--- src/rtl/rrpc_pkg.sv ---
// Shared types and constants for the rounded-rectangle pixel coverage block.
// Holds the beat payload structs, the configuration struct and register indexes.
// No dependencies.
`timescale 1ns / 1ps
`default_nettype none

package rrpc_pkg;

    // Surfaces wider or taller than this are clipped to it.
    localparam logic [12:0] MAX_SURFACE_DIM = 13'd4096;

    localparam int unsigned REG_COUNT    = 8;
    localparam int unsigned REG_IDX_BITS = $clog2(REG_COUNT);

    localparam logic [REG_IDX_BITS-1:0] REG_SURFACE_WIDTH  = 3'd0;
    localparam logic [REG_IDX_BITS-1:0] REG_SURFACE_HEIGHT = 3'd1;
    localparam logic [REG_IDX_BITS-1:0] REG_ORIGIN_X       = 3'd2;
    localparam logic [REG_IDX_BITS-1:0] REG_ORIGIN_Y       = 3'd3;
    localparam logic [REG_IDX_BITS-1:0] REG_RECT_WIDTH     = 3'd4;
    localparam logic [REG_IDX_BITS-1:0] REG_RECT_HEIGHT    = 3'd5;
    localparam logic [REG_IDX_BITS-1:0] REG_CORNER_RADIUS  = 3'd6;
    localparam logic [REG_IDX_BITS-1:0] REG_FILL_COLOUR    = 3'd7;

    typedef struct packed {
        logic        kind;
        logic [11:0] local_col;
        logic [11:0] local_row;
    } t_rrpc_in;

    typedef struct packed {
        logic        write_enable;
        logic [23:0] pixel_address;
        logic [23:0] pixel_colour;
    } t_rrpc_out;

    typedef struct packed {
        logic        [12:0] surface_width;
        logic        [12:0] surface_height;
        logic signed [12:0] origin_x;
        logic signed [12:0] origin_y;
        logic        [12:0] rect_width;
        logic        [12:0] rect_height;
        logic        [11:0] corner_radius;
        logic        [23:0] fill_colour;
    } t_rrpc_cfg;

endpackage

`default_nettype wire

--- src/rtl/rrpc_cover.sv ---
// Coverage decision and framebuffer address for one pixel, purely combinational.
// Depends on rrpc_pkg for the payload and configuration structs.
`timescale 1ns / 1ps
`default_nettype none

module rrpc_cover (
    input  rrpc_pkg::t_rrpc_cfg i_cfg,
    input  rrpc_pkg::t_rrpc_in  i_item,
    output rrpc_pkg::t_rrpc_out o_result
);
    import rrpc_pkg::*;

    // Distance from the corner centre along one axis, zero between the bands.
    function automatic logic [12:0] axis_dist(input logic signed [13:0] t,
                                              input logic signed [13:0] n,
                                              input logic signed [13:0] r);
        logic signed [13:0] d;
        begin
            if (t < r) begin
                d = r - t;
            end else if (t >= n - r) begin
                d = t - (n - r - 14'sd1);
            end else begin
                d = '0;
            end
            axis_dist = d[12:0];
        end
    endfunction

    // A neighbour's distance differs from the pixel's own by at most one, so its
    // square follows from the pixel's square with an add or subtract.
    function automatic logic [24:0] nb_square(input logic [12:0] d,
                                              input logic [12:0] dn,
                                              input logic [24:0] sq);
        logic [24:0] twice;
        begin
            twice = {11'b0, d, 1'b0};
            if (dn == d + 13'd1) begin
                nb_square = sq + twice + 25'd1;
            end else if (dn + 13'd1 == d) begin
                nb_square = sq - twice + 25'd1;
            end else begin
                nb_square = sq;
            end
        end
    endfunction

    function automatic logic in_shape(input logic [24:0] a, input logic [24:0] b,
                                      input logic [24:0] rsq);
        begin
            in_shape = ({1'b0, a} + {1'b0, b}) <= {1'b0, rsq};
        end
    endfunction

    logic        [12:0] sw_lim;
    logic        [12:0] sh_lim;
    logic        [12:0] rad_lim;
    logic        [12:0] half_w;
    logic        [12:0] half_h;
    logic signed [13:0] col_s;
    logic signed [13:0] row_s;
    logic signed [13:0] w_s;
    logic signed [13:0] h_s;
    logic signed [13:0] rad_s;
    logic signed [13:0] px;
    logic signed [13:0] py;
    logic        [12:0] dx, dx_m, dx_p, dy, dy_m, dy_p;
    logic        [24:0] dx_ext, dy_ext, rad_ext;
    logic        [24:0] dx_sq, dy_sq, rad_sq;
    logic        [24:0] sq_xm, sq_xp, sq_ym, sq_yp;
    logic               in_rect, on_surface, on_edge;
    logic               in_c, in_l, in_r, in_u, in_d;
    logic               covered;
    logic        [24:0] row_base;
    logic        [24:0] py_ext;
    logic        [24:0] sw_ext;
    logic        [23:0] addr;

    always_comb begin
        sw_lim = (i_cfg.surface_width > MAX_SURFACE_DIM) ? MAX_SURFACE_DIM
                                                         : i_cfg.surface_width;
        sh_lim = (i_cfg.surface_height > MAX_SURFACE_DIM) ? MAX_SURFACE_DIM
                                                          : i_cfg.surface_height;

        half_w  = {1'b0, i_cfg.rect_width[12:1]};
        half_h  = {1'b0, i_cfg.rect_height[12:1]};
        rad_lim = {1'b0, i_cfg.corner_radius};
        if (rad_lim > half_w) begin
            rad_lim = half_w;
        end
        if (rad_lim > half_h) begin
            rad_lim = half_h;
        end

        col_s = {2'b00, i_item.local_col};
        row_s = {2'b00, i_item.local_row};
        w_s   = {1'b0, i_cfg.rect_width};
        h_s   = {1'b0, i_cfg.rect_height};
        rad_s = {1'b0, rad_lim};

        in_rect = (col_s < w_s) && (row_s < h_s);

        px = {i_cfg.origin_x[12], i_cfg.origin_x} + col_s;
        py = {i_cfg.origin_y[12], i_cfg.origin_y} + row_s;
        on_surface = !px[13] && !py[13] &&
                     (px < $signed({1'b0, sw_lim})) && (py < $signed({1'b0, sh_lim}));

        dx   = axis_dist(col_s, w_s, rad_s);
        dx_m = axis_dist(col_s - 14'sd1, w_s, rad_s);
        dx_p = axis_dist(col_s + 14'sd1, w_s, rad_s);
        dy   = axis_dist(row_s, h_s, rad_s);
        dy_m = axis_dist(row_s - 14'sd1, h_s, rad_s);
        dy_p = axis_dist(row_s + 14'sd1, h_s, rad_s);

        dx_ext  = {12'b0, dx};
        dy_ext  = {12'b0, dy};
        rad_ext = {12'b0, rad_lim};
        dx_sq   = dx_ext * dx_ext;
        dy_sq   = dy_ext * dy_ext;
        rad_sq  = rad_ext * rad_ext;

        sq_xm = nb_square(dx, dx_m, dx_sq);
        sq_xp = nb_square(dx, dx_p, dx_sq);
        sq_ym = nb_square(dy, dy_m, dy_sq);
        sq_yp = nb_square(dy, dy_p, dy_sq);

        in_c = in_shape(dx_sq, dy_sq, rad_sq);
        in_l = in_shape(sq_xm, dy_sq, rad_sq);
        in_r = in_shape(sq_xp, dy_sq, rad_sq);
        in_u = in_shape(dx_sq, sq_ym, rad_sq);
        in_d = in_shape(dx_sq, sq_yp, rad_sq);

        on_edge = (col_s == 14'sd0) || (row_s == 14'sd0) ||
                  (col_s + 14'sd1 == w_s) || (row_s + 14'sd1 == h_s);

        covered = in_rect && on_surface && in_c &&
                  (!i_item.kind || on_edge || !in_l || !in_r || !in_u || !in_d);

        // On the surface the position fits in 12 bits per axis.
        py_ext   = {13'b0, py[11:0]};
        sw_ext   = {12'b0, sw_lim};
        row_base = py_ext * sw_ext;
        addr     = row_base[23:0] + {12'b0, px[11:0]};

        o_result.write_enable  = covered;
        o_result.pixel_address = covered ? addr : '0;
        o_result.pixel_colour  = covered ? i_cfg.fill_colour : '0;
    end

endmodule

`default_nettype wire
--- config.mk ---
export PLATFORM = sky130hd
export DESIGN_NAME = rrpc_cover
export DESIGN_NICKNAME = d
export VERILOG_FILES = /design/src/rtl/rrpc_pkg.sv /design/src/rtl/rrpc_cover.sv
export SDC_FILE = /design/constraint.sdc
export NUM_CORES = 2
export LEC_CHECK = 0
export BUFFER_PORTS_ARGS = -buffer_cell sky130_fd_sc_hd__buf_4
export CELL_PAD_IN_SITES_DETAIL_PLACEMENT = 0
export CELL_PAD_IN_SITES_GLOBAL_PLACEMENT = 1
export CORE_MARGIN = 10
export CORE_UTILIZATION = 50
export DETAILED_ROUTE_END_ITERATION = 8
export PLACE_DENSITY_LB_ADDON = 0.1
export REMOVE_ABC_BUFFERS = 1
export SKIP_LAST_GASP = 1
export SLEW_MARGIN = 30
export SYNTH_ARGS = -nofsm -noshare
export SYNTH_HDL_FRONTEND = slang
export SYNTH_SLANG_ARGS = --single-unit
--- constraint.sdc ---
create_clock -name vclk -period 27.8
set_input_delay 1.39 -clock vclk [all_inputs]
set_output_delay 1.39 -clock vclk [all_outputs]
set_load 0.005 [all_outputs]
; ---- After elaboration in Yosys (flattened, before gate mapping)
; Index checks and enable logic that the tools add are counted.
[op_classes]
addsub = 42
n_mul = 4
n_lt_le_gt_ge = 25
n_eq_ne = 10
n_mux = 26
reduce_logical = 24
[op_table]
columns = op, n
row1 = $mux 25, 8
row2 = $mux 13, 15
row3 = $add 25x25->26, 5
row4 = $eq 13x13->1, 10
row5 = $le 26x25->1, 5
row6 = $sub 13x13->13, 10
row7 = $add 25x1->25 const B, 4
row8 = $add 13x1->13 const B, 6
row9 = $mul 13x13->25, 3
row10 = $ge 13x14->1, 4
row11 = $lt 14x14->1, 4
row12 = $lt 12x13->1, 4
row13 = $add 25x14->25, 2
row14 = $sub 25x14->25, 2
row15 = $mux 24, 2
row16 = $add 13x13->14, 2
row17 = $ge 14x14->1, 2
row18 = $lt 13x14->1, 2
row19 = $sub 13x13->14, 2
row20 = $add 12x1->13 const B, 2
row21 = $gt 13x13->1 const B, 2
row22 = $sub 12x1->13 const B, 2
row23 = $sub 13x12->13, 2
row24 = $sub 13x2->13 const B, 2
row25 = 9 further kinds, 29
[word_totals]
register_bits = 0
out_inout_bits = 49

; ---- Logic depth before layout (Yosys ltp)
[logic_depth]
word_depth = 23
ltp_mapped = 96
mapped_depth_nobuf = 88

; ---- Least setup slack after synthesis
; No wires, ideal clock.
[synth_timing]
path_type = input-to-output
start = input port i_cfg[53] (netlist bit)
end = output port o_result[17] (netlist bit)
arrival_time_ns = 20.049
required_ns = 26.410
path_slack_ns = 6.361
cell_stages = 85
path_cell_list = clkbuf_1 -> inv_1 -> ha_1 -> a21oi_1 -> a211o_1 -> a31o_2 -> clkbuf_1 -> clkbuf_1 -> o21ai_0 -> ha_1 -> nand3_1 -> nor3_1 -> nor4_4 -> a21oi_4 -> buf_2 -> nor2_1 -> a21oi_1 -> inv_1 -> (+49 left out) -> mux2i_1 -> mux2i_1 -> ha_1 -> or2_2 -> a21oi_1 -> a21oi_1 -> xor2_1 -> ha_1 -> nand2_1 -> nor4_1 -> a21oi_1 -> nor4_1 -> o311ai_0 -> nor4_1 -> a41oi_1 -> clkbuf_1 -> clkbuf_1 -> and2_1
[synth_rtl]
columns = element, line
row1 = from (decl), rrpc_cover.sv:7  ; input rrpc_pkg::t_rrpc_cfg i_cfg,
row2 = to (decl), rrpc_cover.sv:9  ; output rrpc_pkg::t_rrpc_out o_result

==> results.ini <==
[global_route]
gr-usage-all-layers_pct=29.54
overflow=0
antenna_found_initial=10
grt_max_degree=50
grt_pass1_vias=45050
grt_pass1_wl_um=262300

[setup_path]
endpoint_kind=output pin
start_kind=primary input
crit_fanout=49
slowest_stage=a21o_1
worstPathRequired_ps=26410
cpPeakStageDelay_ps=760
critical_path_arrival_ps=23590
cpMostUsedCell=ha_1
critPathKind=primary input to output pin

[route]
antenna_left=0
wl_um=169700
drc=0
wl_per_cell_um=21.72
drtPass1Iterations=5
num_vias=45340
drt_first_iter_violations=3204
drt-vias-per-instance=5.801

[min_path]
hold_class=primary input to output pin
hold-path-cell-count=3
holdPathEnd=o_result[0]
hp-start=i_cfg[0]

[logic_synthesis]
postSynthAreaPerCell_um2=7.776
synth_top_area_share_pct=25.02
syn-cell-area_um2=49470
synth_cell_types=129
syn_inst=6361
synth_compound_area_share_pct=18.50
seq_area_frac_synth_pct=0
synth_common_cells=ha_1 (989), inv_1 (966), xnor2_1 (474), nor2_1 (472), nand2_1 (458)
yosysTopAreaCell=ha_1
yosys.area_share.simple_pct=16.41
synth_fa_ha_area_share_pct=41.96
synth_area_leaders=ha_1 (25%), fa_1 (17%), xnor2_1 (8.4%)
synth_mux_area_share_pct=3.425
synth_top_family_by_area=adder cells
yosysMostFrequentCell=ha_1
yosysWarningCount=0
synth-xor-area-share_pct=10.84

[clocking]
hold_buffers=0
post-cts-setup-buffer-count=0
post_cts_resized=0

[sta]
min_period_ps=24980
rsz0062_at_grt=false
fin_hold_ws_ps=3053
max_slew_margin_pct=26.95
hold_viol_final=0
min_period_over_period_pct=89.87
tns_ps=0
fmax_mhz=40.03
setup_viol=0
worstMarginPinSlew_ps=1068
slew_violations=0

[die]
die_y_um=334.5
die_w_um=334.5
rows=115
core_area_um2=98280
start_util_pct=50.33
ios=188
dieArea_um2=111900

[status]
status=completed

[flow_run]
cap_violations=0

[cells_and_area]
fill_cells=9604
n_clock_buffer=0
drive_gt1_share_pct=6.899
syn2layout_area_growth_pct=6.827
final_nets=8069
regArea_um2=0
seq_cell_count=0
multi_input_area_um2=45210

[placement]
place_congestion=0.9845
port_buffers=188
dp_hpwl_um=144300

## final cells by class
| type | instances | share of cell area (%) |
|---|---|---|
| multi-input combinational | 5227 | 85.55 |
| timing repair buffer | 303 | 4.319 |
| tap | 1287 | 3.047 |
| inverter | 993 | 7.058 |
| antenna | 5 | 0.02368 |
## layer usage
layer	track usage (%)	wire (um)	vias to the layer above
met2	49.48	77540	1349
li1	-	-	22000
met4	8.751	5813	4
met5	0	38	-
met1	39.53	76290	21740
met3	3.391	10070	251
## cell families (layout without fill, tap and decap cells)
logic type      after synthesis  in the layout
mux                         167            167
fa+ha+maj                  1410           1410
compound gates             1388           1388
xor+xnor                    598            598
simple gates               1663           1663
other cells                   1              6
buf+inv                    1134           1296
## worst max-delay path: cells and delay by family
family | cells | cell delay, ps
and+or+nand+nor | 18 | 4470
AOI/OAI and AO/OA | 33 | 8430
adders and majority gates | 14 | 5390
xor gates and xnor gates | 3 | 820
buffers and inverters | 13 | 2550
muxes | 2 | 410
## worst max-delay path by stage
stage / from / end / slack [ps] / cells after the start
2_1_floorplan: i_cfg[60] / o_result[35] / 6480 / 77
3_3_place_gp: i_cfg[60] / o_result[39] / 3530 / 83
3_5_place_dp: i_cfg[61] / o_result[39] / 3180 / 83
4_1_cts: i_cfg[60] / o_result[39] / 3110 / 83
5_1_grt: i_cfg[60] / o_result[35] / 1500 / 84
6_report: i_cfg[60] / o_result[39] / 2820 / 83
## metrics by stage
step / cell area, um2 / setup WS, ps / std cells / util, %
after floorplan: 48810 / 6476 / 6220 / -
after global placement: 52790 / 3526 / 7809 / 53.71
after detailed placement: 52820 / 3177 / 7810 / 53.75
after CTS: 52820 / 3109 / 7810 / 53.75
after global routing: 52840 / 1499 / 7814 / 53.77
final: 52840 / 2816 / 7815 / 53.77
## cells in the final DEF, fill, tap and decap left out, types with 39 or more instances in the layout
cell type  netlist  layout
a21boi_0        48      48
a21o_1         167     167
a21oi_1        386     383
a31oi_1         39      39
and2_1          72      72
buf_4            9     302
fa_1           416     416
ha_1           989     989
inv_1          966     966
mux2i_1        149     143
nand2_1        458     458
nand2b_1        74      74
nand3_1         95      95
nand4_1         66      66
nor2_1         472     471
nor2b_1        107     106
nor3_1         105     105
o21a_1          78      78
o21ai_0        270     268
o21bai_1       105     105
xnor2_1        474     473
xor2_1         113     112
Power is left out: the tool's default activity adds up to more than one toggle a clock period on the data nets, which glitch-free logic cannot reach.
